<file path="src/hw/rtl/tts_pkg.sv">
package tts_pkg;

  localparam int STORE_DEPTH = 63;
  localparam int FILL_W      = 6;
  localparam int QUEUE_DEPTH = 4;
  localparam int QPTR_W      = 2;

  localparam logic [7:0] CH_BS     = 8'h08;
  localparam logic [7:0] CH_TAB    = 8'h09;
  localparam logic [7:0] CH_LF     = 8'h0a;
  localparam logic [7:0] CH_CR     = 8'h0d;
  localparam logic [7:0] CH_ESC    = 8'h1b;
  localparam logic [7:0] CH_SPACE  = 8'h20;
  localparam logic [7:0] CH_CSI    = 8'h5b;
  localparam logic [7:0] FINAL_LO  = 8'h40;
  localparam logic [7:0] FINAL_HI  = 8'h7e;

  typedef enum logic [1:0] {
    ESC_TEXT  = 2'd0,
    ESC_START = 2'd1,
    ESC_CSI   = 2'd2
  } esc_mode_t;

  typedef enum logic [2:0] {
    OP_PUSH,
    OP_CLEAR,
    OP_BKSP,
    OP_LINE,
    OP_FLUSH
  } op_kind_t;

  typedef struct packed {
    op_kind_t   kind;
    logic [7:0] data;
  } op_t;

  typedef struct packed {
    logic empty;
    logic full;
  } q_stat_t;

  typedef enum logic [1:0] {
    BK_IDLE,
    BK_READ,
    BK_SEND,
    BK_NEWLINE
  } back_state_t;

endpackage

</file>
<file path="src/hw/rtl/tts_if.sv">
interface tts_in_if;
  logic       valid;
  logic       ready;
  logic       cmd;
  logic [7:0] in_byte;

  modport source (output valid, output cmd, output in_byte, input ready);
  modport sink   (input valid, input cmd, input in_byte, output ready);
endinterface

interface tts_out_if;
  logic       valid;
  logic       ready;
  logic [7:0] out_byte;
  logic       last;
  logic       truncated;

  modport source (output valid, output out_byte, output last, output truncated,
                  input ready);
  modport sink   (input valid, input out_byte, input last, input truncated,
                  output ready);
endinterface

</file>
<file path="src/hw/rtl/tts_front.sv">
module tts_front
  import tts_pkg::*;
(
  input  logic       clk,
  input  logic       rst_n,
  input  logic       in_valid,
  output logic       in_ready,
  input  logic       in_cmd,
  input  logic [7:0] in_byte,
  input  q_stat_t    q_stat,
  output logic       q_push,
  output op_t        q_op
);

  esc_mode_t mode_r, mode_nxt;
  logic      accept;
  logic      final_byte;
  logic      emit_op;

  assign in_ready   = !q_stat.full;
  assign accept     = in_valid && !q_stat.full;
  assign final_byte = (in_byte >= FINAL_LO) && (in_byte <= FINAL_HI);

  always_comb begin
    mode_nxt     = mode_r;
    emit_op      = 1'b0;
    q_op.kind    = OP_PUSH;
    q_op.data    = in_byte;
    if (in_cmd) begin
      mode_nxt  = ESC_TEXT;
      emit_op   = 1'b1;
      q_op.kind = OP_FLUSH;
    end else begin
      case (mode_r)
        ESC_TEXT: begin
          if (in_byte == CH_ESC) begin
            mode_nxt = ESC_START;
          end else if (in_byte == CH_CR) begin
            emit_op   = 1'b1;
            q_op.kind = OP_CLEAR;
          end else if (in_byte == CH_LF) begin
            emit_op   = 1'b1;
            q_op.kind = OP_LINE;
          end else if (in_byte == CH_BS) begin
            emit_op   = 1'b1;
            q_op.kind = OP_BKSP;
          end else if (in_byte >= CH_SPACE || in_byte == CH_TAB) begin
            emit_op   = 1'b1;
            q_op.kind = OP_PUSH;
          end
        end
        ESC_START: begin
          if (in_byte == CH_CSI) begin
            mode_nxt = ESC_CSI;
          end else if (final_byte) begin
            mode_nxt = ESC_TEXT;
          end
        end
        default: begin
          // inside CSI: drop parameter and intermediate bytes
          if (final_byte) begin
            mode_nxt = ESC_TEXT;
          end
        end
      endcase
    end
  end

  assign q_push = accept && emit_op;

  always_ff @(posedge clk) begin
    if (!rst_n) begin
      mode_r <= ESC_TEXT;
    end else if (accept) begin
      mode_r <= mode_nxt;
    end
  end

endmodule

</file>
<file path="src/hw/rtl/tts_queue.sv">
module tts_queue
  import tts_pkg::*;
(
  input  logic    clk,
  input  logic    rst_n,
  input  logic    push,
  input  op_t     push_op,
  input  logic    pop,
  output op_t     pop_op,
  output q_stat_t stat
);

  op_t                entry_r [QUEUE_DEPTH];
  logic [QPTR_W-1:0]  wr_ptr_r;
  logic [QPTR_W-1:0]  rd_ptr_r;
  logic [QPTR_W:0]    count_r;

  assign stat.empty = (count_r == '0);
  assign stat.full  = (count_r == (QPTR_W+1)'(QUEUE_DEPTH));
  assign pop_op     = entry_r[rd_ptr_r];

  always_ff @(posedge clk) begin
    if (push) begin
      entry_r[wr_ptr_r] <= push_op;
    end
  end

  always_ff @(posedge clk) begin
    if (!rst_n) begin
      wr_ptr_r <= '0;
      rd_ptr_r <= '0;
      count_r  <= '0;
    end else begin
      if (push) begin
        wr_ptr_r <= wr_ptr_r + 1'b1;
      end
      if (pop) begin
        rd_ptr_r <= rd_ptr_r + 1'b1;
      end
      case ({push, pop})
        2'b10:   count_r <= count_r + 1'b1;
        2'b01:   count_r <= count_r - 1'b1;
        default: count_r <= count_r;
      endcase
    end
  end

endmodule

</file>
<file path="src/hw/rtl/tts_back.sv">
module tts_back
  import tts_pkg::*;
#(
  parameter int LINE_CAPACITY = 63
) (
  input  logic       clk,
  input  logic       rst_n,
  input  q_stat_t    q_stat,
  input  op_t        q_op,
  output logic       q_pop,
  output logic       out_valid,
  input  logic       out_ready,
  output logic [7:0] out_byte,
  output logic       out_last,
  output logic       out_truncated
);

  localparam logic [FILL_W-1:0] CAP = FILL_W'(LINE_CAPACITY);

  logic [7:0]        line_mem [STORE_DEPTH];
  back_state_t       state_r, state_nxt;
  logic [FILL_W-1:0] fill_r;
  logic              ovf_r;
  logic [FILL_W-1:0] len_r;
  logic [FILL_W-1:0] idx_r;
  logic              nl_r;
  logic              trunc_r;
  logic [7:0]        rd_data_r;

  logic              out_valid_r;
  logic [7:0]        out_byte_r;
  logic              out_last_r;
  logic              out_trunc_r;

  logic              slot_free;
  logic              load_byte;
  logic              load_nl;
  logic              last_stored;
  logic              is_emit;

  assign slot_free   = !out_valid_r || out_ready;
  assign last_stored = (idx_r + 1'b1) == len_r;
  assign is_emit     = (q_op.kind == OP_LINE) || (q_op.kind == OP_FLUSH);

  // next state
  always_comb begin
    state_nxt = state_r;
    case (state_r)
      BK_IDLE: begin
        if (!q_stat.empty && is_emit) begin
          if (fill_r != '0) begin
            state_nxt = BK_READ;
          end else if (q_op.kind == OP_LINE) begin
            state_nxt = BK_NEWLINE;
          end
        end
      end
      BK_READ: state_nxt = BK_SEND;
      BK_SEND: begin
        if (slot_free) begin
          if (!last_stored) begin
            state_nxt = BK_READ;
          end else if (nl_r) begin
            state_nxt = BK_NEWLINE;
          end else begin
            state_nxt = BK_IDLE;
          end
        end
      end
      BK_NEWLINE: begin
        if (slot_free) begin
          state_nxt = BK_IDLE;
        end
      end
      default: state_nxt = BK_IDLE;
    endcase
  end

  // outputs of the state machine
  always_comb begin
    q_pop     = 1'b0;
    load_byte = 1'b0;
    load_nl   = 1'b0;
    case (state_r)
      BK_IDLE:    q_pop     = !q_stat.empty;
      BK_SEND:    load_byte = slot_free;
      BK_NEWLINE: load_nl   = slot_free;
      default:    q_pop     = 1'b0;
    endcase
  end

  always_ff @(posedge clk) begin
    if (q_pop && q_op.kind == OP_PUSH && fill_r < CAP) begin
      line_mem[fill_r] <= q_op.data;
    end
  end

  always_ff @(posedge clk) begin
    if (state_r == BK_READ) begin
      rd_data_r <= line_mem[idx_r];
    end
  end

  always_ff @(posedge clk) begin
    if (!rst_n) begin
      state_r <= BK_IDLE;
      fill_r  <= '0;
      ovf_r   <= 1'b0;
    end else begin
      state_r <= state_nxt;
      if (q_pop) begin
        case (q_op.kind)
          OP_PUSH: begin
            if (fill_r < CAP) begin
              fill_r <= fill_r + 1'b1;
            end else begin
              ovf_r <= 1'b1;
            end
          end
          OP_BKSP: begin
            if (fill_r != '0) begin
              fill_r <= fill_r - 1'b1;
            end
          end
          OP_CLEAR, OP_LINE, OP_FLUSH: begin
            fill_r <= '0;
            ovf_r  <= 1'b0;
          end
          default: fill_r <= fill_r;
        endcase
      end
    end
  end

  // snapshot of the line being read out; the store is free for reuse after
  always_ff @(posedge clk) begin
    if (q_pop && is_emit) begin
      len_r   <= fill_r;
      nl_r    <= (q_op.kind == OP_LINE);
      trunc_r <= ovf_r;
      idx_r   <= '0;
    end else if (load_byte) begin
      idx_r <= idx_r + 1'b1;
    end
  end

  always_ff @(posedge clk) begin
    if (!rst_n) begin
      out_valid_r <= 1'b0;
    end else if (load_byte || load_nl) begin
      out_valid_r <= 1'b1;
    end else if (out_ready) begin
      out_valid_r <= 1'b0;
    end
  end

  always_ff @(posedge clk) begin
    if (load_byte) begin
      out_byte_r  <= rd_data_r;
      out_last_r  <= last_stored && !nl_r;
      out_trunc_r <= trunc_r;
    end else if (load_nl) begin
      out_byte_r  <= CH_LF;
      out_last_r  <= 1'b1;
      out_trunc_r <= trunc_r;
    end
  end

  assign out_valid     = out_valid_r;
  assign out_byte      = out_byte_r;
  assign out_last      = out_last_r;
  assign out_truncated = out_trunc_r;

endmodule

</file>
<file path="src/hw/rtl/terminal_text_sanitizer.sv">
// Terminal text sanitizer: strips escape sequences (ESC, and CSI up to its
// final byte 0x40..0x7e) from a terminal byte stream and keeps the current
// line, up to LINE_CAPACITY bytes, in a 63-entry line store. Data bytes are
// taken one per cycle by the front end while the queue is not full and queued
// as line operations in a 4-entry queue; the back end retires one queued
// operation per cycle while idle, and none during a readout. A newline or
// end-of-stream command reads the stored line out through the store's single
// registered read port: each stored byte is read, then sent, and a newline
// byte follows for a newline command, subject to out.ready. During readout
// input is still taken until the queue fills, then in.ready drops. Bytes
// beyond capacity are dropped and every byte of that line's run carries
// truncated. An end-of-stream command on an empty line gives no output.
module terminal_text_sanitizer
  import tts_pkg::*;
#(
  parameter int LINE_CAPACITY = 63
) (
  input  logic     clk,
  input  logic     rst_n,
  tts_in_if.sink   in_ch,
  tts_out_if.source out_ch
);

  q_stat_t q_stat;
  logic    q_push;
  logic    q_pop;
  op_t     q_push_op;
  op_t     q_pop_op;

  tts_front u_front (
    .clk      (clk),
    .rst_n    (rst_n),
    .in_valid (in_ch.valid),
    .in_ready (in_ch.ready),
    .in_cmd   (in_ch.cmd),
    .in_byte  (in_ch.in_byte),
    .q_stat   (q_stat),
    .q_push   (q_push),
    .q_op     (q_push_op)
  );

  tts_queue u_queue (
    .clk     (clk),
    .rst_n   (rst_n),
    .push    (q_push),
    .push_op (q_push_op),
    .pop     (q_pop),
    .pop_op  (q_pop_op),
    .stat    (q_stat)
  );

  tts_back #(
    .LINE_CAPACITY (LINE_CAPACITY)
  ) u_back (
    .clk           (clk),
    .rst_n         (rst_n),
    .q_stat        (q_stat),
    .q_op          (q_pop_op),
    .q_pop         (q_pop),
    .out_valid     (out_ch.valid),
    .out_ready     (out_ch.ready),
    .out_byte      (out_ch.out_byte),
    .out_last      (out_ch.last),
    .out_truncated (out_ch.truncated)
  );

  a_no_push_full: assert property (@(posedge clk) disable iff (!rst_n)
    q_push |-> !q_stat.full)
    else $error("queue written while full");

  a_no_pop_empty: assert property (@(posedge clk) disable iff (!rst_n)
    q_pop |-> !q_stat.empty)
    else $error("queue read while empty");

  a_newline_last: assert property (@(posedge clk) disable iff (!rst_n)
    (out_ch.valid && out_ch.out_byte == CH_LF) |-> out_ch.last)
    else $error("newline byte not at end of run");

  a_accept_push: assert property (@(posedge clk) disable iff (!rst_n)
    (in_ch.valid && in_ch.ready && in_ch.cmd) |-> q_push)
    else $error("end-of-stream command not queued");

endmodule
</file>
<file path="src/flat_wrapper.sv">
// flat-port wrapper written by rule: the top's interface ports become plain ports
module terminal_text_sanitizer_flat import tts_pkg::*;
#(
  parameter int LINE_CAPACITY = 63
)
  (clk, rst_n, in_ch_valid, in_ch_cmd, in_ch_in_byte, in_ch_ready, out_ch_valid, out_ch_out_byte, out_ch_last, out_ch_truncated, out_ch_ready);
  tts_in_if in_ch_i ();
  tts_out_if out_ch_i ();
  input  logic clk;
  input  logic rst_n;
  input wire logic [$bits(in_ch_i.valid)-1:0] in_ch_valid;
  input wire logic [$bits(in_ch_i.cmd)-1:0] in_ch_cmd;
  input wire logic [$bits(in_ch_i.in_byte)-1:0] in_ch_in_byte;
  output wire logic [$bits(in_ch_i.ready)-1:0] in_ch_ready;
  output wire logic [$bits(out_ch_i.valid)-1:0] out_ch_valid;
  output wire logic [$bits(out_ch_i.out_byte)-1:0] out_ch_out_byte;
  output wire logic [$bits(out_ch_i.last)-1:0] out_ch_last;
  output wire logic [$bits(out_ch_i.truncated)-1:0] out_ch_truncated;
  input wire logic [$bits(out_ch_i.ready)-1:0] out_ch_ready;
  assign in_ch_i.valid = in_ch_valid;
  assign in_ch_i.cmd = in_ch_cmd;
  assign in_ch_i.in_byte = in_ch_in_byte;
  assign in_ch_ready = in_ch_i.ready;
  assign out_ch_valid = out_ch_i.valid;
  assign out_ch_out_byte = out_ch_i.out_byte;
  assign out_ch_last = out_ch_i.last;
  assign out_ch_truncated = out_ch_i.truncated;
  assign out_ch_i.ready = out_ch_ready;
  terminal_text_sanitizer #(.LINE_CAPACITY(LINE_CAPACITY)) u_core (.clk(clk), .rst_n(rst_n), .in_ch(in_ch_i), .out_ch(out_ch_i));
endmodule
</file>
<file path="config.mk">
export PLATFORM = sky130hd
export DESIGN_NAME = terminal_text_sanitizer_flat
export DESIGN_NICKNAME = d
export VERILOG_FILES = /design/src/hw/rtl/tts_pkg.sv /design/src/hw/rtl/tts_if.sv /design/src/hw/rtl/tts_front.sv /design/src/hw/rtl/tts_queue.sv /design/src/hw/rtl/tts_back.sv /design/src/hw/rtl/terminal_text_sanitizer.sv /design/src/flat_wrapper.sv
export SDC_FILE = /design/constraint.sdc
export NUM_CORES = 1
export LEC_CHECK = 0
export ABC_CLOCK_PERIOD_IN_PS = 4300
export BUFFER_PORTS_ARGS = -buffer_cell sky130_fd_sc_hd__buf_2
export CAP_MARGIN = 20
export CORE_MARGIN = 5
export CORE_UTILIZATION = 50
export CTS_BUF_LIST = sky130_fd_sc_hd__clkbuf_2 sky130_fd_sc_hd__clkbuf_4 sky130_fd_sc_hd__clkbuf_8
export CTS_CLUSTER_DIAMETER = 200
export DETAILED_ROUTE_END_ITERATION = 8
export PLACE_DENSITY = 0.67
export SLEW_MARGIN = 25
export SYNTH_ARGS = -nofsm -noshare
export SYNTH_HDL_FRONTEND = slang
export SYNTH_SLANG_ARGS = --single-unit
</file>
<file path="constraint.sdc">
create_clock -name clk -period 4.3 [get_ports clk]
set_clock_uncertainty 0.2 [all_clocks]
set_input_delay 0.215 -clock clk [delete_from_list [all_inputs] [get_ports clk]]
set_output_delay 0.215 -clock clk [all_outputs]
set_load 0.005 [all_outputs]
</file>
* Word level (Yosys, flattened, before mapping)
Memory sizes are Yosys's and may differ from the RTL's. A register that Yosys moved wholly into a read port is not among the register bits.
Cells that the tools add are included.
** Operators by class
- Order comparisons :: 4
- Multiplexer cells :: 49
- Eq/ne operators :: 26
- Reduce and logical (&&, ||, !) cells :: 31
- Add/subtract/negate cells :: 7
** Operators with widths (count)
- $mux W2 :: 18
- $eq A8 B4 Y1 const B :: 4
- $mux W1 :: 21
- $pmux W6 S3 :: 1
- $mux W8 :: 2
- $add A6 B1 Y6 const B :: 2
- $mux W6 :: 2
- $ne A2 B2 Y1 const B :: 5
- $eq A8 B5 Y1 const B :: 1
- $eq A8 B7 Y1 const B :: 1
- $ge A8 B6 Y1 const B :: 1
- $ge A8 B7 Y1 const B :: 1
- $le A8 B7 Y1 const B :: 1
- $logic_and A1 B1 Y1 :: 8
- $pmux W2 S4 :: 1
- $reduce_and A4 Y1 :: 2
- $reduce_bool A2 Y1 :: 4
- $eq A2 B1 Y1 const B :: 3
- $eq A2 B2 Y1 const B :: 3
- $eq A3 B2 Y1 const B :: 2
- $eq A3 B3 Y1 const B :: 2
- $eq A6 B6 Y1 :: 1
- $logic_not A3 Y1 :: 2
- $lt A6 B6 Y1 const B :: 1
- other kinds (19) :: 28
** Word-level totals
- RAM bits :: 548
- Output and inout port bits :: 12
- Memories kept :: 2
- Register bits :: 43
** Memory list
- u_core.u_back.line_mem :: depth 63, width 8, rd ports 1, clocked after Yosys merged registers in 1, wr ports 1, line tts_back.sv:20 : logic [7:0] line_mem [STORE_DEPTH];
- u_core.u_queue.entry_r :: depth 4, width 11, rd ports 1, clocked after Yosys merged registers in 1, wr ports 1, line tts_queue.sv:13 : op_t entry_r [QUEUE_DEPTH];

* Longest topological paths before layout
Gate-level depths: netlist (run 1).
- Depth after elaboration :: 12
- Gate-level depth with buffers :: 11
- Gate-level depth less buffers :: 11

* Cells and area by module
Synthesis (run 1) repeated with hierarchy kept, for this count alone.
** Unflattened totals
- Cell total of the unflattened synthesis :: 1310
- Area total of the unflattened synthesis :: 24135.6 um2
** Modules (own cells, without submodules)
- tts_back :: area each 21778.4 um2, instances 1, cells an instance 1163
- tts_queue :: area each 2039.5 um2, instances 1, cells an instance 103
- tts_front :: area each 317.8 um2, instances 1, cells an instance 44

* Worst setup path after synthesis (run 1)
OpenSTA, ideal clock, no wires.
- Path type :: register -> register
- Start :: register with a tool-made name
- End :: register u_core.u_back.fill_r[5]
- Required time :: 4021 ps
- Stages on the path, launching flop included :: 11
- Arrival :: 2814 ps
- Slack :: 1207 ps
- Library setup time :: 79 ps
- Clock period less this slack :: 3093 ps
- Cells stage by stage :: dfxtp_1 buf_6 mux4_2 nor3b_2 ha_1 a211oi_1 o21bai_1 a21oi_1 xnor2_1 or3_1 o211ai_1
** RTL lines
- end signal, assigned :: line tts_back.sv:115 : fill_r <= fill_r + 1'b1;
- end signal, assigned :: line tts_back.sv:122 : fill_r <= fill_r - 1'b1;
- end signal, assigned :: line tts_back.sv:129 : default: fill_r <= fill_r;
- end, declared :: line tts_back.sv:22 : logic [FILL_W-1:0] fill_r;

==> summary.md, run 1 <==
| Metric | Value |
|---|---|
| Detailed Routing Iterations Pass 1 | 5 |
| Top FF cell, synth | edfxtp_1 |
| Critical path type | reg2reg |
| Switching Share | 29.1% |
| Busiest grt layer | met2 |
| CORE AREA | 47,600 um^2 |
| Cell Int Power | 11.3 mW |
| Max Buffers Root-to-Sink | 3 |
| # rows | 80 |
| GPL Wtd Cong | 0.821 |
| Setup TNS | 0 ps |
| CP arrival | 3830 ps |
| Post-Syn Instances | 1,230 |
| Post-CTS setup buffers | 0 |
| Routed Antenna Nets | 0 |
| DR iter-0 viols | 1,063 |
| Num CTS Buffers | 91 |
| CP max stage cell | mux4_2 |
| R2R Setup Slk | 830 ps |
| Hold endpoint | u_core.u_queue.entry_r[1][4]$_DFFE_PP_ |
| Post-CTS Resized | 0 |
| Synth top area share | 71.8% |
| Num ports | 25 |
| Area Overhead vs Synth | 11.7% |
| CP required | 4670 ps |
| Largest net degree at the start of global routing | 64 |
| Non-Filler Instances | 2,023 |
| Clock network power share | 29.0% |
| FF-to-FF End | u_core.u_back.fill_r[5]$_SDFFE_PN0P_ |
| GR Layer Usage met1 | 28.3% |
| Cell depth of the worst flop-to-flop path | 9 |
| Initial core utilization | 50.4% |
| Crit-path max FO | 8 |
| Skew-Pair Late Insertion Delay | 650 ps |
| Final slew viol count | 0 |
| Most frequent cells in the layout | edfxtp_1 (574), mux4_2 (117), clkbuf_8 (99) |
| Max VDD drop | 0.000289 V |
| Critical-path cell list | mux4_2 > nor3b_2 > ha_1 > a211oi_1 > o21bai_1 > a21oi_1 > xnor2_1 > or3_1 > o211ai_1 |
| Flop pwr share | 47.3% |
| Combinational Power Share | 23.6% |
| CTS root buffer | clkbuf_8 |
| Tmin final | 3470 ps |
| Synthesized area | 24,000 um^2 |
| Die ar. | 52,500 um^2 |
| Worst setup SP type | register |
| Ys Warns | 0 |
| Final net count | 1,365 |
| Routed WL per cell | 25.4 um |
| First-pass GRT wire length | 77,800 um |
| Placed insts | 1,849 |
| Worst setup EP type | register |
| Power per Cell Area | 592 nW/um^2 |
| Antenna violations before repair | 1 |
| HP Class | in2reg |
| Lkg Pwr | 8.42 nW |
| Worst-path clk slew | 60 ps |
| Final setup fails | 0 |
| Worst Tran Pin Value | 903 ps |
| Slew margin rel. | 39.6% |
| Met3 Usage GRT | 3.62% |
| Residual DRC count | 0 |
| Final hold viol count | 0 |
| Post-synth EDFFs | 574 |
| Vias in the first global route | 12,200 |
| Hold-fix buffers, CTS | 13 |
| Layout cells sized above 1 | 24.4% |
| Ratio of final minimum period to clock period | 80.6% |
| Register area share after synthesis | 74.1% |
| Syn nets | 1,255 |
| Via Count | 11,900 |
| Ranking of synthesized cells by area | edfxtp_1 (72%), mux4_2 (10%), mux2i_1 (2.9%), dfxtp_1 (2.3%), mux4_1 (2.1%) |
| Outcome | complete, no violations |
| Unrepaired setup endpoints after global routing | no |
| WL final | 51,400 um |
| CTS tree | built |
| Die Wd | 229 um |
| Clock sinks | 601 |
| Worst hold start | in_ch_in_byte[4] |
| Async SR Flop Fraction | 0% |
| Antenna Cells | 0 |
| IO buf count | 24 |
| Max-Cap Viols | 0 |
| Cell taking the most area after synthesis | edfxtp_1 |
| HPWL Detailed | 31,900 um |
| Commonest non-fill, non-tap cell in the layout | edfxtp_1 |
| Syn Area/Cell | 19.5 um^2 |
| H-tree Lvls | 3 |
| FF+latch count, synth | 601 |
| Unique masters post-synth | 63 |
| Fmax | 288 MHz |
| Met2 Use GR | 31.6% |
| Worst stage delay on the critical path | 670 ps |
| GRT Residual Overflow | 0 |
| Die height | 229 um |
| Switch Pwr | 4.62 mW |
| Hold depth | 2 |
| Detail-routed via count per cell | 5.88 |
| Total track usage | 19.7% |
[stage by stage]
stage / worst slack, ps / hold slack (ps) / cell area [um^2] / util, % / power [mW]
after floorplan: 1210 / 114 / 24000 / - / 10.1
after global placement: 833 / 201 / 24900 / 52.3 / 11.4
after detailed placement: 831 / 208 / 24900 / 52.3 / 11.4
after CTS: 810 / 104 / 26800 / 56.3 / 16.0
after global routing: 563 / 144 / 26800 / 56.3 / 16.6
final: 833 / 164 / 26800 / 56.3 / 15.9
[synth_stat cells, drive strengths merged, types with 13 or more instances]
| cell | n |
|---|---|
| edfxtp | 574 |
| dfxtp | 27 |
| nor2b | 19 |
| nor2 | 81 |
| o221ai | 17 |
| buf | 38 |
| mux2i | 69 |
| o21ai | 23 |
| o22ai | 17 |
| and2 | 17 |
| mux4 | 128 |
| nand2 | 42 |
| clkbuf | 26 |
| inv | 13 |
[worst max path at each step]
stage | depth (start not counted) | endpoint | start
after detailed placement | 9 | u_core.u_back.fill_r[5]$_SDFFE_PN0P_ | register
final | 9 | u_core.u_back.fill_r[5]$_SDFFE_PN0P_ | register
after floorplan | 10 | u_core.u_back.fill_r[5]$_SDFFE_PN0P_ | register
after global placement | 9 | u_core.u_back.fill_r[5]$_SDFFE_PN0P_ | register
after CTS | 9 | u_core.u_back.fill_r[5]$_SDFFE_PN0P_ | register
after global routing | 9 | u_core.u_back.fill_r[5]$_SDFFE_PN0P_ | register
[critical path, delay by kind of cell (launching register included)]
| family | cells | cell delay [ps] |
|---|---|---|
| adder cells (fa/ha/maj) | 1 | 330 |
| AO/OA/AOI/OAI | 4 | 700 |
| XOR/XNOR | 1 | 100 |
| flip-flops | 1 | 580 |
| AND/OR/NAND/NOR | 2 | 810 |
| multiplexers | 1 | 670 |
[registers in the layout, indices dropped and copies added, names as in the netlist, 2 cells and up, named ones only]
register	flops
u_core.u_queue.wr_ptr_r	2
u_core.u_queue.entry_r	44
u_core.u_back.state_r	2
u_core.u_back.rd_data_r	8
u_core.u_queue.count_r	3
u_core.u_back.len_r	6
u_core.u_front.mode_r	2
u_core.u_back.line_mem	504
u_core.u_back.fill_r	6
u_core.u_back.idx_r	6
u_core.u_queue.rd_ptr_r	2
u_core.u_back.out_byte	8
[kinds of logic (layout without fill, tap and decap cells)]
family	after synthesis	count (layout)	share of synthesized area (%)
compound gates	99	99	2.96
xor+xnor	21	21	0.766
fa+ha+maj	12	12	0.688
buf+inv	78	256	1.66
flops	601	601	74.1
mux	199	199	15.3
simple gates	220	220	4.60
[routing by layer]
metal  vias up  share of wire [%]
li1       5233                  -
met1      6151                 43
met2       448                 49
met3        68                6.6
met4         0                1.7
met5         -                  0
[area by class of cell]
type,instances,area (um^2)
fillers,3558,20800
flip-flops and latches,601,17800
multi-input cells,551,5810
clock buffers,125,1560
well taps,615,769
repair buffers,81,618
clock inverters,36,231
inverters,14,52.6
[power groups by stage]
stage	sequential [mW]	clock [mW]	combinational, mW
after floorplan	7.46	0	2.66
after global routing	7.55	4.98	4.04
after global placement	7.64	0	3.71
final	7.52	4.61	3.75
after CTS	7.52	4.71	3.80
after detailed placement	7.65	0	3.79
Note: power is estimated with default switching activity, not from simulation.
==> run 2, diff against run 1 <==
Settings changed: ABC_CLOCK_PERIOD_IN_PS 4300 to 3500.
Clock period 4.3 ns to 3.5 ns, I/O delays scaled along.
==> summary.md, run 2 (synthesis gave the netlist of run 1 again) <==
| Metric | Value |
|---|---|
| Clock sinks | 601 |
| Worst Tran Pin Value | 911 ps |
| DR iter-0 viols | 1,159 |
| Hold depth | 2 |
| WL final | 50,600 um |
| Lkg Pwr | 8.83 nW |
| # rows | 80 |
| Commonest non-fill, non-tap cell in the layout | edfxtp_1 |
| Final setup fails | 0 |
| Layout cells sized above 1 | 28.0% |
| CP arrival | 3440 ps |
| Worst setup SP type | register |
| Cell family with most CP delay | simple AND/OR/NAND/NOR gates |
| GPL Wtd Cong | 0.791 |
| Non-Filler Instances | 2,095 |
| Worst setup EP type | register |
| Detailed Routing Iterations Pass 1 | 7 |
| Die Wd | 229 um |
| Final hold viol count | 0 |
| Cell Int Power | 14.1 mW |
| CTS root buffer | clkbuf_8 |
| HP Class | in2reg |
| Max VDD drop | 0.000414 V |
| Final net count | 1,428 |
| Most frequent cells in the layout | edfxtp_1 (574), mux4_2 (116), clkbuf_8 (100) |
| Detail-routed via count per cell | 5.79 |
| Residual DRC count | 0 |
| Area Overhead vs Synth | 14.4% |
| Die ar. | 52,500 um^2 |
| CP max stage cell | mux4_2 |
| H-tree Lvls | 3 |
| Cell depth of the worst flop-to-flop path | 7 |
| Post-route cell area | 27,500 um^2 |
| Worst hold start | in_ch_in_byte[4] |
| HPWL Detailed | 30,600 um |
| Worst stage delay on the critical path | 590 ps |
| Num CTS Buffers | 95 |
| Routed WL per cell | 24.1 um |
| CTS tree | built |
| Wire length on met3 | 3490 um |
| Ratio of final minimum period to clock period | 93.5% |
| Tmin final | 3270 ps |
| Vias in the first global route | 12,500 |
| Num ports | 25 |
| Hold endpoint | u_core.u_queue.entry_r[2][4]$_DFFE_PP_ |
| Routed length on met2 | 24,400 um |
| R2R Setup Slk | 230 ps |
| Top Registers | u_core.u_back.line_mem (504), u_core.u_queue.entry_r (44) |
| Pre-CTS setup slack | 152 ps |
| Power per Cell Area | 720 nW/um^2 |
| Highest routed layer | met4 |
| Post-CTS setup buffers | 0 |
| Critical path type | reg2reg |
| Max reg flops | 504 |
| Placed Area | 25,400 um^2 |
| Outcome | complete, no violations |
| Worst-path clk slew | 60 ps |
| Largest net degree at the start of global routing | 64 |
| Biggest register | u_core.u_back.line_mem |
| Die height | 229 um |
| Switch Pwr | 5.69 mW |
| Setup TNS | 0 ps |
| Fin worst setup slack | 226 ps |
| Max Buffers Root-to-Sink | 3 |
| Final slew viol count | 0 |
| Crit-path max FO | 8 |
| Slew margin rel. | 39.2% |
| FF-to-FF End | u_core.u_back.line_mem[51][7]$_DFFE_PP_ |
| Clock network power share | 29.9% |
| WHS | 103 ps |
| GRT Residual Overflow | 0 |
| Flop pwr share | 46.5% |
| Placed insts | 1,908 |
| CP Buf/Inv Count | 2 |
| First-pass GRT wire length | 77,100 um |
| Fmax | 305 MHz |
| Max-Cap Viols | 0 |
| CP required | 3660 ps |
| IO buf count | 24 |
| Initial core utilization | 50.4% |
| Antenna violations before repair | 0 |
| Unrepaired setup endpoints after global routing | no |
| Via Count | 12,100 |
| CORE AREA | 47,600 um^2 |
| Combinational Power Share | 23.6% |
| Met1 WL | 21,600 um |
| Critical-path cell list | mux4_2 > buf_4 > nor2_1 > nor3b_4 > nand3_1 > nor2_1 > buf_4 |
| Antenna Cells | 0 |
| Switching Share | 28.8% |
| Total track usage | 19.4% |
| Skew-Pair Late Insertion Delay | 660 ps |
| Routed Antenna Nets | 0 |
==> run 2: changes by cell type in the layout (fill, tap and decap cells not counted), sizes merged <==
| cell | previous run | this run |
|---|---|---|
| clkbuf | 125 | 137 |
| buf | 68 | 127 |
| inv | 13 | 17 |
| clkinv | 33 | 29 |
| clkinvlp | 1 | 2 |
==> run 2: how the worst max path moves through the flow <==
stage | from | to | slack (ps) | cells after the start
2_1_floorplan | register | u_core.u_back.fill_r[5]$_SDFFE_PN0P_ | 410 | 10
3_3_place_gp | register | u_core.u_back.line_mem[51][7]$_DFFE_PP_ | 190 | 7
3_5_place_dp | register | u_core.u_back.line_mem[23][4]$_DFFE_PP_ | 150 | 7
4_1_cts | register | u_core.u_back.line_mem[23][2]$_DFFE_PP_ | 150 | 7
5_1_grt | register | u_core.u_back.fill_r[5]$_SDFFE_PN0P_ | 70 | 9
6_report | register | u_core.u_back.line_mem[51][7]$_DFFE_PP_ | 230 | 7
==> run 2: layout make-up <==
class / count / area, um^2
clock buffers: 137 / 1650
clock inverters: 37 / 255
fillers: 3525 / 20200
inverters: 14 / 52.6
multi-input cells: 551 / 5820
flip-flops and latches: 601 / 17800
well taps: 615 / 769
repair buffers: 140 / 1110
==> run 2: routing by layer <==
layer,global-route usage (%),vias up
li1,-,5366
met1,27.3,6276
met2,30.9,402
met3,4.12,76
met4,6.01,0
met5,0,-
==> run 2: power by group through the flow <==
stage,combinational (mW),sequential [mW],clock (mW)
2_1_floorplan,3.27,9.17,0
3_3_place_gp,4.59,9.32,0
3_5_place_dp,4.69,9.33,0
4_1_cts,4.72,9.18,6.07
5_1_grt,5.04,9.21,6.45
6_report,4.67,9.18,5.91
==> run 2: per-stage QoR <==
step | util, % | power [mW]
global route | 57.6 | 20.7
CTS | 57.6 | 20.0
finish | 57.6 | 19.8
detailed placement | 53.3 | 14.0
floorplan | - | 12.4
global placement | 53.3 | 13.9
==> run 2: timing repair <==
action,CTS,global route
hold buffers,13,0
endpoints found under the hold margin,72,0
gates resized for setup,0,3
endpoints found under the setup margin,0,25
